<file path="src/rtl/core/tsg_pkg.sv">
package tsg_pkg;

    // Sizing
    localparam int SLOTS           = 16;
    localparam int SLOT_W          = (SLOTS > 1) ? $clog2(SLOTS) : 1;
    localparam int GESTURE_ENTRIES = 8;
    localparam int QUEUE_DEPTH     = 4;
    localparam int Q_PTR_W         = $clog2(QUEUE_DEPTH);
    localparam int Q_CNT_W         = $clog2(QUEUE_DEPTH + 1);
    localparam int CORDIC_STEPS    = 15;
    localparam int ENTRY_W         = 13;

    // Angles in 1/256 degree
    localparam logic [16:0] ANG_45  = 17'd11520;
    localparam logic [16:0] ANG_90  = 17'd23040;
    localparam logic [16:0] ANG_180 = 17'd46080;
    localparam logic [16:0] ANG_270 = 17'd69120;

    // Event codes
    typedef enum logic [1:0] {
        FN_DOWN   = 2'd0,
        FN_MOTION = 2'd1,
        FN_UP     = 2'd2,
        FN_TICK   = 2'd3
    } func_t;

    // Register indexes
    typedef enum logic [2:0] {
        REG_DIST_THR  = 3'd0,
        REG_LENIENCY  = 3'd1,
        REG_TIMEOUT   = 3'd2,
        REG_ORIENT    = 3'd3,
        REG_EDGE_SIZE = 3'd4,
        REG_SCREEN    = 3'd5,
        REG_TAB_LO    = 3'd6,
        REG_TAB_HI    = 3'd7
    } reg_idx_t;

    localparam logic [3:0] SWIPE_NONE  = 4'd8;
    localparam logic [3:0] EDGE_ANY    = 4'd0;
    localparam logic [3:0] EDGE_NONE   = 4'd1;
    localparam logic [3:0] EDGE_LEFT   = 4'd2;
    localparam logic [3:0] EDGE_RIGHT  = 4'd3;
    localparam logic [3:0] EDGE_TOP    = 4'd4;
    localparam logic [3:0] EDGE_BOTTOM = 4'd5;
    localparam logic [3:0] EDGE_TL     = 4'd6;
    localparam logic [3:0] EDGE_TR     = 4'd7;
    localparam logic [3:0] EDGE_BL     = 4'd8;
    localparam logic [3:0] EDGE_BR     = 4'd9;

    // One queued event for the back end
    typedef struct packed {
        func_t       func;
        logic        up_ok;
        logic [15:0] x0;
        logic [15:0] y0;
        logic [15:0] x1;
        logic [15:0] y1;
    } job_t;

    // Configuration as seen by the back end
    typedef struct packed {
        logic [15:0] dist_thr;
        logic [7:0]  leniency;
        logic [15:0] timeout;
        logic [1:0]  orient;
        logic [31:0] edge_sizes;
        logic [31:0] screen_size;
        logic [51:0] tab_lo;
        logic [51:0] tab_hi;
    } cfg_t;

    // atan(2^-i) in 1/256 degree
    function automatic logic [13:0] atan_step(input logic [3:0] i);
        logic [13:0] r;
        case (i)
            4'd0:    r = 14'd11520;
            4'd1:    r = 14'd6801;
            4'd2:    r = 14'd3593;
            4'd3:    r = 14'd1824;
            4'd4:    r = 14'd916;
            4'd5:    r = 14'd458;
            4'd6:    r = 14'd229;
            4'd7:    r = 14'd115;
            4'd8:    r = 14'd57;
            4'd9:    r = 14'd29;
            4'd10:   r = 14'd14;
            4'd11:   r = 14'd7;
            4'd12:   r = 14'd4;
            4'd13:   r = 14'd2;
            4'd14:   r = 14'd1;
            default: r = 14'd0;
        endcase
        return r;
    endfunction

    // Swipe code of each 45 degree window, starting straight up
    function automatic logic [3:0] window_code(input logic [3:0] k);
        logic [3:0] r;
        case (k)
            4'd0:    r = 4'd0;
            4'd1:    r = 4'd4;
            4'd2:    r = 4'd2;
            4'd3:    r = 4'd7;
            4'd4:    r = 4'd1;
            4'd5:    r = 4'd6;
            4'd6:    r = 4'd3;
            4'd7:    r = 4'd5;
            4'd8:    r = 4'd0;
            default: r = SWIPE_NONE;
        endcase
        return r;
    endfunction

    function automatic logic [2:0] swipe_turn(input logic [2:0] s);
        logic [2:0] r;
        case (s)
            3'd0:    r = 3'd2;
            3'd1:    r = 3'd3;
            3'd2:    r = 3'd1;
            3'd3:    r = 3'd0;
            3'd4:    r = 3'd7;
            3'd5:    r = 3'd4;
            3'd6:    r = 3'd5;
            default: r = 3'd6;
        endcase
        return r;
    endfunction

    // Any, none and the codes above the corners stay as they are
    function automatic logic [3:0] edge_turn(input logic [3:0] e);
        logic [3:0] r;
        case (e)
            EDGE_LEFT:   r = EDGE_TOP;
            EDGE_RIGHT:  r = EDGE_BOTTOM;
            EDGE_TOP:    r = EDGE_RIGHT;
            EDGE_BOTTOM: r = EDGE_LEFT;
            EDGE_TL:     r = EDGE_TR;
            EDGE_TR:     r = EDGE_BR;
            EDGE_BL:     r = EDGE_TL;
            EDGE_BR:     r = EDGE_BL;
            default:     r = e;
        endcase
        return r;
    endfunction

    function automatic logic [2:0] rot_swipe(input logic [2:0] s, input logic [1:0] n);
        logic [2:0] r;
        r = s;
        for (int t = 0; t < 3; t++) begin
            if (t < int'(n)) r = swipe_turn(r);
        end
        return r;
    endfunction

    function automatic logic [3:0] rot_edge(input logic [3:0] e, input logic [1:0] n);
        logic [3:0] r;
        r = e;
        for (int t = 0; t < 3; t++) begin
            if (t < int'(n)) r = edge_turn(r);
        end
        return r;
    endfunction

endpackage

</file>
<file path="src/rtl/core/tsg_queue.sv">
module tsg_queue (
    input  logic           clk,
    input  logic           rst_n,
    input  logic           push,
    input  tsg_pkg::job_t  push_job,
    output logic           full,
    input  logic           pop,
    output logic           empty,
    output tsg_pkg::job_t  head
);
    import tsg_pkg::*;

    job_t               mem_reg [QUEUE_DEPTH];
    logic [Q_PTR_W-1:0] wr_ptr_reg, rd_ptr_reg;
    logic [Q_CNT_W-1:0] count_reg;
    logic               do_push, do_pop;

    assign full    = (count_reg == Q_CNT_W'(QUEUE_DEPTH));
    assign empty   = (count_reg == '0);
    assign do_push = push && !full;
    assign do_pop  = pop && !empty;
    assign head    = mem_reg[rd_ptr_reg];

    // Pointers and fill count
    always_ff @(posedge clk or negedge rst_n)
    begin
        if (!rst_n)
        begin
            wr_ptr_reg <= '0;
            rd_ptr_reg <= '0;
            count_reg  <= '0;
        end
        else
        begin
            if (do_push) wr_ptr_reg <= wr_ptr_reg + 1'b1;
            if (do_pop)  rd_ptr_reg <= rd_ptr_reg + 1'b1;
            if (do_push && !do_pop)      count_reg <= count_reg + 1'b1;
            else if (do_pop && !do_push) count_reg <= count_reg - 1'b1;
        end
    end

    // Entry storage
    always_ff @(posedge clk)
    begin
        if (do_push) mem_reg[wr_ptr_reg] <= push_job;
    end

endmodule

</file>
<file path="config.mk">
export PLATFORM = sky130hd
export DESIGN_NAME = tsg_queue
export DESIGN_NICKNAME = d
export VERILOG_FILES = /design/src/rtl/core/tsg_pkg.sv /design/src/rtl/core/tsg_queue.sv
export SDC_FILE = /design/constraint.sdc
export NUM_CORES = 1
export LEC_CHECK = 0
export BUFFER_PORTS_ARGS = -buffer_cell sky130_fd_sc_hd__buf_2
export CORE_MARGIN = 10
export CORE_UTILIZATION = 50
export DETAILED_ROUTE_END_ITERATION = 7
export PLACE_DENSITY = 0.7
export RECOVER_POWER = 25
export SYNTH_ARGS = -nofsm -noshare
export SYNTH_HDL_FRONTEND = slang
export SYNTH_SLANG_ARGS = --single-unit
</file>
<file path="constraint.sdc">
create_clock -name clk -period 2.8 [get_ports clk]
set_input_delay 0 -clock clk [delete_from_list [all_inputs] [get_ports clk]]
set_output_delay 0 -clock clk [all_outputs]
set_load 0.03 [all_outputs]
</file>
* Word-level counts from Yosys, hierarchy flattened
Memory sizes are Yosys's and may differ from the RTL's.
Index checks and enable logic that the tools add are counted.
** Word-level totals
- Register bits :: 7
- Memories :: 1
- Memory bits (writable) :: 268
** Memory list
- mem_reg :: depth 4, bits a word 67, rd ports 1, clocked after memory_dff 0, write ports 1, line tsg_queue.sv:13 : job_t mem_reg [QUEUE_DEPTH];
** Cells by class
- Add/sub/neg operators :: 4
- Multiplexer cells :: 4
- Eq/ne operators :: 1
- Reductions and logical operators :: 10
** Operators with widths (number)
- 3-bit 2-to-1 mux :: 2
- 2-bit by 1-bit adder with 2-bit output (second input constant) :: 2
- 1-bit logical AND :: 4
- 1-bit zero test :: 4
- 3-bit by 1-bit adder with 3-bit output (second input constant) :: 1
- 3-bit == test (second input constant) :: 1
- 3-bit zero test :: 1
- 3-bit by 1-bit subtractor with 3-bit output (second input constant) :: 1
- 1-bit 2-to-1 mux :: 2
- 2-bit nonzero test :: 1

* Longest topological paths before layout
Gate-level depths: netlist of the first run.
- Depth after elaboration :: 7
- Gate-level depth with buffers :: 9
- Mapped depth without buffers :: 8

* Worst setup path after synthesis of the first run
Ideal clock, no wire load.
- Kind :: register to register
- Start :: reg count_reg[2]
- End :: mem mem_reg[0][0] (netlist bit), enable pin
- Library setup time :: 0.432 ns
- Period minus slack after synthesis :: 2.889 ns
- Stages on the path, launching flop included :: 5
- Arrival :: 2.457 ns
- Required time :: 2.368 ns
- Path buffers :: 1
- Slack :: -0.089 ns
- Path through :: dfrtp_1 > nor3b_2 > nor2b_1 > buf_2 > and2_1
** Between the ends
- Cells in the longest elaborated chain, start to end :: 5
** Ends and longest elaborated chain
- from (decl) :: line tsg_queue.sv:15 : logic [Q_CNT_W-1:0] count_reg;
- from (signal assigned) :: line tsg_queue.sv:37 : if (do_push && !do_pop) count_reg <= count_reg + 1'b1;
- from (signal assigned) :: line tsg_queue.sv:38 : else if (do_pop && !do_push) count_reg <= count_reg - 1'b1;
- 3-bit == test :: line tsg_queue.sv:18 : assign full = (count_reg == Q_CNT_W'(QUEUE_DEPTH));
- via full :: line tsg_queue.sv:6 : output logic full,
- 1-bit zero test :: line tsg_queue.sv:20 : assign do_push = push && !full;
- 1-bit logical AND :: line tsg_queue.sv:20
- via do_push :: line tsg_queue.sv:16 : logic do_push, do_pop;
- 1-bit 2-to-1 mux :: line tsg_queue.sv:45 : if (do_push) mem_reg[wr_ptr_reg] <= push_job;
- 1-bit 2-to-1 mux (not written as such) :: line tsg_queue.sv:45
- to (decl) :: line tsg_queue.sv:13
The timed path passes the listed nets, and every way through them passes these cells.

==> summary.txt, run 1 <==
Die
  • Die width: approximately 160 um
  • Die H: between 150 and 200 um
  • Core area: approximately 20,000 sq um
  • Die ar.: 26,300 sq um
  • Top Ports: 140
  • Cell row count: 51
  • Initial Util: about half

Drt
  • Via density: 5.26
  • Post-route antenna net violation count: 0
  • Iter 0 DRT Violations: between 200 and 300
  • Met2 Wirelength: about 10000 um
  • Vias post-DR: approximately 4,800
  • Max layer used: met5
  • Wire length on met1: 7900 um
  • DRC violations left: 0
  • Met3 WL: approximately 1100 um
  • Iteration count of the initial detailed-routing pass: 4
  • Post-DR wirelength/cell: between 20 and 25 um
  • DRT Wirelength: slightly below 20,000 um

GRT
  • Global-route wire length before repair: 30,600 um
  • Pin count of the biggest net entering global routing: 68
  • Vias in the first global route: 5,423
  • Grt ovf: 0
  • Total track usage: between 10 and 15%
  • Antenna violations before repair: 2

Logic synthesis
  • EDFF count, synth: between 200 and 300
  • Mapped Area: slightly above 10,000 sq um
  • Synthesized flop and latch total: 275
  • Top cells by area, synth: edfxtp_1 80%, mux4_2 15%, dfrtp_1 1.7%, ha_1 0.62%, buf_12 0.40%
  • Syn avg cell area: 26.1 sq um
  • Main flop type after synthesis: edfxtp_1
  • Syn Inst Count: about 390
  • Most numerous cell in the Yosys netlist: edfxtp_1
  • Ys async rst share: approximately 2.5%
  • Top post-synthesis cells by count: 268 x edfxtp_1, 67 x mux4_2, 7 x buf_2, 7 x dfrtp_1, 5 x ha_1
  • Synthesis warning total: 0
  • Synth area leader: edfxtp_1
  • Yosys cell types: 21
  • Syn nets: around 460
  • Share of the synthesized area in the top cell type: approximately four fifths
  • Sequential area share after synthesis: between 80% and 90%

CTS
  • Max clock buf depth: 3
  • H-tree Lvls: 1
  • Clock sink total: 275
  • CTS buffer count: 27
  • Root buf cell: clkbuf_16
  • CTS tree: yes
  • Clock Latency Late Sink: ~530 ps
  • Cts repair resizes: 0
  • Worst-path clk slew: around 60 ps

Worst setup path
  • WP data required: 2800 ps
  • Path depth of the worst reg2reg path: 8
  • CP max-delay cell: dfrtp_4
  • Worst path top cell family by delay: flip-flops
  • Reg2reg setup slack: ~520 ps
  • Reg2reg end: count_reg[2]
  • Buf/Inv on CP: 2
  • Crit. End Element: output port
  • Critical Path Max Stage Delay: 810 ps
  • CP Depth: 3
  • Worst-path maximum fanout: 29
  • CP Class: reg2out
  • Crit path arrival time: 2480 ps
  • CP Cell Sequence: buf_12, mux4_2, buf_2
  • Origin of the critical flop-to-flop path: count_reg[2]
  • CP endpoint: head[44]
  • Worst setup path startpoint: rd_ptr_reg[0]
  • Worst setup SP type: flip-flop

Layout
  • Max FFs per register: ~270
  • Design area: about 13,000 sq um
  • Filler Cell Count: approximately 1,400
  • P&R area growth vs syn: 25.3%
  • Share of cells above drive strength 1: between 30 and 40%
  • Final nets: about 700

Worst hold path
  • Hold depth: 2
  • Hold crit path type: in2reg

STA
  • Setup-failing EPs final: 0
  • Max Clk Rate: about 400 MHz
  • Clock Skew: between 10 and 15 ps
  • Unrepaired setup endpoints after global routing: no
  • Final worst path period need: around 2500 ps
  • Hold Vio Cnt, Final: 0
  • Slew headroom: ~59%
  • Final period util: between 80% and 90%
  • Min Hold Slack: about 240 ps
  • Worst slew pin tran: 608 ps
  • Total negative setup slack: 0 ps
  • Post-route setup slack: approximately 320 ps
  • Fin. max-slew vios: 0

Power
  • Max VDD drop: ~0.00084 V
  • Pwr Total: 13.8 mW
  • Pwr dens: between 1000 and 1500 nW/um^2
  • Leak: approximately 4.3 nW

Placed design
  • Port Buffers: between 100 and 150
  • GPL Wtd Cong: a little over 0.7
  • HPWL Detailed: roughly 12,000 um
  • Post-DP Area: between 10,000 and 15,000 sq um
  • Pre-CTS setup slack: 527 ps

Outcome
  • Run status: finished clean

Run
  • Max_cap viols: 0
metal layers:
| layer | global-route usage [%] | vias to the layer above |
|---|---|---|
| met1 | 18.6 | 2497 |
| met5 | 0 | - |
| met4 | 3.39 | 2 |
| met2 | 25.1 | 129 |
| li1 | - | 2127 |
| met3 | 3.67 | 23 |
through the flow:
stage	cells	utilization (%)
4_1_cts	908	64.6
6_report	909	64.4
3_5_place_dp	787	56.9
5_1_grt	909	64.4
3_3_place_gp	787	56.9
2_1_floorplan	387	-
report_power, final:
part / internal (mW) / switching [mW] / leakage, nW
Sequential: 5.45 / 0.363 / 2.53
Clock: 1.87 / 1.40 / 0.390
Combinational: 1.82 / 2.91 / 1.37
Total: 9.13 / 4.67 / 4.30
worst reg2reg max path, delay by kind of cell (launching register included):
kind / cells / cell delay [ps]
DFF: 1 / 400
xor gates and xnor gates: 2 / 320
buffers and inverters: 1 / 60
adders and majority gates: 2 / 660
and+or+nand+nor: 3 / 750
repair_timing:
item | CTS | global route
endpoints found under the hold margin | 279 | 0
setup buffers | 0 | 0
hold buffers | 71 | 0
cell usage in the layout, fill, tap and decap left out, drive strengths merged:
| cell | instances |
|---|---|
| nand3 | 1 |
| clkinv | 11 |
| dfrtp | 7 |
| mux2 | 2 |
| dlygate4sd3 | 71 |
| nor2 | 1 |
| bufinv | 1 |
| edfxtp | 268 |
| xor2 | 2 |
| mux4 | 67 |
| nor3b | 1 |
| and2 | 4 |
| clkinvlp | 1 |
| diode | 1 |
| inv | 6 |
| buf | 111 |
| or3 | 1 |
| fa | 1 |
| ha | 5 |
| xnor2 | 4 |
| clkbuf | 76 |
| nor2b | 1 |
| nand2 | 1 |
cell type report:
| class | instances | area [sq um] | share of cell area [%] |
|---|---|---|---|
| Antenna cell | 1 | 2.50 | 0.0198 |
| Clock buffer | 35 | 706 | 5.58 |
| Clock inverter | 15 | 100 | 0.791 |
| Inverter | 4 | 15.0 | 0.119 |
| Multi-Input combinational cell | 91 | 1740 | 13.7 |
| Sequential cell | 275 | 8230 | 65.1 |
| Tap cell | 265 | 332 | 2.62 |
| Timing Repair Buffer | 223 | 1530 | 12.1 |
cell families after synthesis:
| family | count (synthesis) | synth area share [%] |
|---|---|---|
| xor gates and xnor gates | 6 | 0.521 |
| adders and majority gates | 6 | 0.818 |
| muxes | 69 | 15.2 |
| and+or+nand+nor | 10 | 0.620 |
| DFF | 275 | 81.5 |
| buffers and inverters | 21 | 1.41 |
worst min-delay path by stage:
stage                       startpoint              to  slack, ps
after detailed placement         rst_n    count_reg[2]       -150
after floorplan                  rst_n    count_reg[0]       -300
after global placement           rst_n    count_reg[0]       -160
after global routing      push_job[56]  mem_reg[0][56]        260
final                     push_job[56]  mem_reg[0][56]        240
after CTS                 push_job[45]  mem_reg[0][45]        200
(Power assumes the default switching activity.)
==> run 2: changes to the inputs <==
Settings changed: CORE_ASPECT_RATIO set to 1.75.
==> run 2 against run 1 <==
Net effect: die area is 0.85% higher; register-to-register slack better by 60 ps; hold slack better by 19 ps; design area is 0.13% lower; routed wire length is 5.1% higher; count of clock-buffer cells in the layout is 4 lower; sequential share of layout area is 0.083 points higher; power is 1.2% higher; flip-flop and latch count stayed put; global-route usage is 0.47 points higher; highest routed layer is now met4; non-clock buffer count stayed put; sequential power is 0.9% higher.
==> summary.txt, run 2 (same netlist as run 1, synthesis figures left out) <==
CTS
  • CTS buffer count: 24 (was 27)
  • Cts repair resizes: 0 (unchanged)
  • Worst-path clk slew: 60 ps (about the same)
  • H-tree Lvls: 1 (unchanged)
  • Clock sink total: 275 (unchanged)
  • Root buf cell: clkbuf_16 (unchanged)
  • CTS tree: yes (unchanged)
  • Hold-fix buffers, CTS: 71 (unchanged)
  • Clock Latency Late Sink: 510 ps (was 530 ps)
  • Max clock buf depth: 3 (unchanged)
  • Postcts setup bufs: 0 (unchanged)

Placed design
  • Placed cells: 767 (was 787)
  • HPWL Detailed: 12,900 um (was 11,700 um)
  • Pre-CTS setup slack: 573 ps (was 527 ps)
  • Port Buffers: 139 (unchanged)
  • Post-DP Area: 11,200 sq um (about the same)
  • GPL Wtd Cong: 0.733 (was 0.721)

Power
  • Leak: 4.30 nW (about the same)
  • Pwr dens: 1110 nW/um^2 (was 1090 nW/um^2)
  • Max VDD drop: 0.000744 V (was 0.000840 V)
  • Pwr Total: 14.0 mW (was 13.8 mW)

Worst setup path
  • CP Class: reg2out (unchanged)
  • Crit path arrival time: 2450 ps (was 2480 ps)
  • Reg2reg end: count_reg[2] (unchanged)
  • Reg2reg setup slack: 580 ps (was 520 ps)
  • Crit. End Element: output port (unchanged)
  • Worst-path maximum fanout: 29 (unchanged)
  • Path depth of the worst reg2reg path: 8 (unchanged)
  • Origin of the critical flop-to-flop path: count_reg[0] (was count_reg[2])
  • Worst setup SP type: flip-flop (unchanged)
  • WP data required: 2800 ps (about the same)
  • Worst setup path startpoint: rd_ptr_reg[0] (unchanged)
  • CP endpoint: head[33] (was head[44])

Worst hold path
  • Hold Crit Start: push_job[2] (was push_job[56])
  • Hold crit path type: in2reg (unchanged)

STA
  • Worst slew pin tran: 644 ps (was 608 ps)
  • Clock Skew: 6.98 ps (was 12.4 ps)
  • Fin. max-slew vios: 0 (unchanged)
  • Setup-failing EPs final: 0 (unchanged)
  • Unrepaired setup endpoints after global routing: no (unchanged)
  • Slew headroom: 57.0% (was 59.5%)
  • Post-route setup slack: 348 ps (was 323 ps)
  • Max Clk Rate: 408 MHz (was 404 MHz)
  • Hold Vio Cnt, Final: 0 (unchanged)
  • Final period util: 87.6% (was 88.5%)
  • Final worst path period need: 2450 ps (was 2480 ps)
  • Total negative setup slack: 0 ps (unchanged)

Drt
  • Iter 0 DRT Violations: 300 (was 282)
  • DRC violations left: 0 (unchanged)
  • Post-DR wirelength/cell: 22.9 um (was 21.2 um)
  • Vias post-DR: 4,810 (was 4,778)
  • Post-route antenna net violation count: 0 (unchanged)
  • Via density: 5.45 (was 5.26)
  • DRT Wirelength: 20,200 um (was 19,200 um)
  • Iteration count of the initial detailed-routing pass: 4 (unchanged)

GRT
  • Global-route wire length before repair: 31,800 um (was 30,600 um)
  • Grt ovf: 0 (unchanged)
  • Vias in the first global route: 5,511 (was 5,423)
  • Total track usage: 15.2% (was 14.7%)
  • Antenna violations before repair: 1 (was 2)
  • Pin count of the biggest net entering global routing: 60 (was 68)

Outcome
  • Run status: finished clean (unchanged)

Layout
  • Final nets: 696 (was 699)
  • Commonest non-fill, non-tap cells in the layout: 268 x edfxtp_1, 98 x buf_2, 71 x dlygate4sd3_1, 67 x mux4_2, 47 x clkbuf_1 (was 268 x edfxtp_1, 98 x buf_2, 71 x dlygate4sd3_1, 67 x mux4_2, 49 x clkbuf_1)
  • Max FFs per register: 268 (unchanged)
  • Commonest non-fill, non-tap cell in the layout: edfxtp_1 (unchanged)
  • Fin cells: 883 (was 909)
  • Design area: 12,600 sq um (was 12,700 sq um)
  • P&R area growth vs syn: 25.2% (was 25.3%)
  • Share of cells above drive strength 1: 34.9% (was 34.4%)

Run
  • Max_cap viols: 0 (unchanged)

Die
  • Die ar.: 26,500 sq um (was 26,300 sq um)
  • Core area: 19,800 sq um (was 19,700 sq um)
  • Initial Util: 50.9% (was 51.4%)
  • Die width: 127 um (was 162 um)
  • Cell row count: 68 (was 51)
  • Top Ports: 140 (unchanged)
  • Die H: 208 um (was 162 um)
## run 2: routing by layer
metal	track usage [%]	share of wire, %
met4	4.44	2.0
met2	27.7	56
met1	17.2	37
met3	3.21	5.5
met5	0	0
## run 2: how the worst min path moves through the flow
stage | end | cells past startpoint
global route | mem_reg[1][2] | 2
detailed placement | count_reg[0] | 1
floorplan | count_reg[0] | 0
CTS | mem_reg[1][48] | 2
finish | mem_reg[1][2] | 2
global placement | count_reg[0] | 1
## run 2: cell type report
cell class | count | area (sq um)
multi-input cells | 91 | 1740
clock buffers | 31 | 648
fillers | 1357 | 7190
diodes | 1 | 2.50
well taps | 245 | 307
flip-flops and latches | 275 | 8230
inverters | 4 | 15.0
repair buffers | 223 | 1530
clock inverters | 13 | 166
## run 2: stage by stage
| step | hold WS (ps) | util [%] |
|---|---|---|
| floorplan | -296 | - |
| global placement | -163 | 56.3 |
| detailed placement | -159 | 56.3 |
| CTS | 228 | 64.0 |
| global route | 281 | 63.7 |
| finish | 262 | 63.7 |
## run 2: power breakdown
part           internal [mW]  total (mW)  switching [mW]
combinational           1.82        4.76            2.93
sequential              5.44        5.86           0.412
clock                   2.01        3.36            1.36
## run 2: critical path, stage by stage, from the launching register on
cell     delay, ps
dfrtp_4        850
buf_12         300
mux4_2         570
buf_2          210
==> run 3: changes to the inputs <==
Clock period 2.8 ns to 2.1 ns, I/O delays scaled along.
==> run 3 against run 2 <==
Net effect: sequential power rose by 30%; design area increased by 1.0%; worst setup slack got worse by 310 ps; count of clock-buffer cells in the layout increased by 1; clock skew up 11 ps; clock power grew 22%; global-route usage about the same; non-clock buffer count is 7 higher; hold slack got worse by 190 ps; critical path type unchanged.
==> summary.txt, run 3 (same netlist as run 1, synthesis figures left out) <==
Drt
  • Post-route antenna net violation count: 0 (unchanged)
  • Vias post-DR: 4,789 (was 4,810)
  • Iter 0 DRT Violations: 337 (was 300)
  • DRT Wirelength: 20,400 um (was 20,200 um)
  • Post-DR wirelength/cell: 23.0 um (was 22.9 um)
  • Iteration count of the initial detailed-routing pass: 5 (was 4)
  • Via density: 5.39 (was 5.45)
  • DRC violations left: 0 (unchanged)

Worst setup path
  • CP max-delay cell: mux4_2 (was dfrtp_4)
  • Buf/Inv on CP: 2 (unchanged)
  • Worst path top cell family by delay: multiplexers (was flip-flops)
  • Critical Path Max Stage Delay: 570 ps (was 850 ps)
  • WP data required: 2100 ps (was 2800 ps)
  • CP Cell Sequence: buf_16, mux4_2, buf_2 (was buf_12, mux4_2, buf_2)
  • Origin of the critical flop-to-flop path: count_reg[1] (was count_reg[0])
  • Worst setup SP type: flip-flop (unchanged)
  • Path depth of the worst reg2reg path: 8 (unchanged)
  • CP Class: reg2out (unchanged)
  • Crit. End Element: output port (unchanged)
  • CP Depth: 3 (unchanged)
  • Worst-path maximum fanout: 27 (was 29)
  • Worst setup path startpoint: rd_ptr_reg[0] (unchanged)
  • Crit path arrival time: 2060 ps (was 2450 ps)

Power
  • Max VDD drop: 0.00111 V (was 0.000744 V)
  • Leak: 4.35 nW (was 4.30 nW)
  • Pwr dens: 1460 nW/um^2 (was 1110 nW/um^2)

Outcome
  • Run status: finished clean (unchanged)

Worst hold path
  • Hold depth: 4 (was 2)
  • Hold crit path type: in2reg (unchanged)
  • Hold Crit Start: push (was push_job[2])

CTS
  • CTS buffer count: 24 (unchanged)
  • Clock sink total: 275 (unchanged)
  • Worst-path clk slew: 60 ps (about the same)
  • Root buf cell: clkbuf_16 (unchanged)
  • Max clock buf depth: 3 (unchanged)
  • Clock Latency Late Sink: 510 ps (about the same)
  • H-tree Lvls: 1 (unchanged)
  • CTS tree: yes (unchanged)

Placed design
  • Port Buffers: 139 (unchanged)
  • Pre-CTS setup slack: 9.70 ps (was 573 ps)
  • GPL Wtd Cong: 0.760 (was 0.733)
  • Placed cells: 773 (was 767)
  • Post-DP Area: 11,300 sq um (was 11,200 sq um)
  • HPWL Detailed: 13,000 um (was 12,900 um)

Die
  • Top Ports: 140 (unchanged)
  • Die ar.: 26,500 sq um (unchanged)
  • Initial Util: 50.9% (unchanged)
  • Cell row count: 68 (unchanged)
  • Die H: 208 um (unchanged)
  • Core area: 19,800 sq um (unchanged)
  • Die width: 127 um (unchanged)

GRT
  • Antenna violations before repair: 2 (was 1)
  • Total track usage: 15.2% (about the same)
  • Grt ovf: 0 (unchanged)
  • Vias in the first global route: 5,474 (was 5,511)
  • Pin count of the biggest net entering global routing: 53 (was 60)
  • Global-route wire length before repair: 31,500 um (was 31,800 um)

STA
  • Clock Skew: 17.7 ps (was 6.98 ps)
  • Final worst path period need: approximately 2100 ps
  • Unrepaired setup endpoints after global routing: yes (was no)
  • Worst slew pin tran: 343 ps (was 644 ps)
  • Setup-failing EPs final: 0 (unchanged)
  • Final period util: a little over nine tenths
  • Slew headroom: 77.1% (was 57.0%)
  • Post-route setup slack: 36.0 ps (was 348 ps)
  • Hold Vio Cnt, Final: 0 (unchanged)
  • Total negative setup slack: 0 ps (unchanged)
  • Fin. max-slew vios: 0 (unchanged)
  • Max Clk Rate: between 400 and 500 MHz

Run
  • Max_cap viols: 0 (unchanged)

Layout
  • Design area: 12,800 sq um (was 12,600 sq um)
  • P&R area growth vs syn: 26.5% (was 25.2%)
  • Final nets: 703 (was 696)
  • Max FFs per register: 268 (unchanged)
  • Commonest non-fill, non-tap cell in the layout: edfxtp_1 (unchanged)
  • Share of cells above drive strength 1: 36.0% (was 34.9%)
  • Fin cells: 889 (was 883)
  • Commonest non-fill, non-tap cells in the layout: 268 x edfxtp_1, 96 x buf_2, 70 x dlygate4sd3_1, 67 x mux4_2, 49 x clkbuf_1 (was 268 x edfxtp_1, 98 x buf_2, 71 x dlygate4sd3_1, 67 x mux4_2, 47 x clkbuf_1)
[run 3: changes by cell type in the layout (fill, tap and decap cells not counted), moves of 2 or more]
cell / change
buf_12: +5
clkinv_2: +2
bufinv_16: -3
buf_16: +3
buf_2: -2
clkinvlp_4: -2
clkbuf_1: +2
[run 3: routing by layer]
| layer | global-route usage (%) | share of wire (%) |
|---|---|---|
| met1 | 16.8 | 35 |
| met2 | 28.1 | 58 |
| met3 | 2.88 | 5.1 |
| met4 | 5.39 | 2.4 |
| met5 | 0 | 0 |
[run 3: tightest hold or removal path: cells and delay by family]
kind	cells	cell delay (ps)
xor gates and xnor gates	1	60
and+or+nand+nor	1	210
buffers and inverters	2	260
[run 3: path summary, 6_finish.rpt]
path / to / slack (ps)
worst min register to register: count_reg[2] / 520
worst max register to register: count_reg[2] / 90
worst min-delay path: wr_ptr_reg[0] / 80
max in group asynchronous: rd_ptr_reg[0] / 1350
worst max-delay path: head[33] / 40
min in group asynchronous: count_reg[0] / 470
[run 3: final cells by class]
type | instances | area, sq um
sequential | 275 | 8230
fill | 1337 | 7060
multi-input combinational | 91 | 1770
clock inverter | 10 | 76.3
clock buffer | 32 | 652
timing repair buffer | 230 | 1710
antenna | 2 | 5.00
tap | 245 | 307
inverter | 4 | 15.0
[run 3: repair_timing]
action,CTS,global route
gates resized for setup,4,7
hold buffers,70,0
hold endpoints to repair,278,0
setup buffers,1,0
gates cloned,1,0
setup endpoints to repair,14,14
pin swaps,0,4
[run 3: power breakdown]
| group | internal, mW | total [mW] | switching, mW |
|---|---|---|---|
| clock | 2.30 | 4.11 | 1.80 |
| combinational | 2.73 | 6.89 | 4.15 |
| sequential | 7.26 | 7.62 | 0.363 |
| total | 12.3 | 18.6 | 6.32 |
[run 3: metrics by stage]
step	util [%]	hold WS [ps]	total power [mW]
after CTS	64.5	51.1	18.9
after global routing	64.4	99.9	19.5
after global placement	57.0	-158	14.3
after floorplan	-	-296	12.3
final	64.4	76.1	18.6
after detailed placement	57.0	-153	14.5
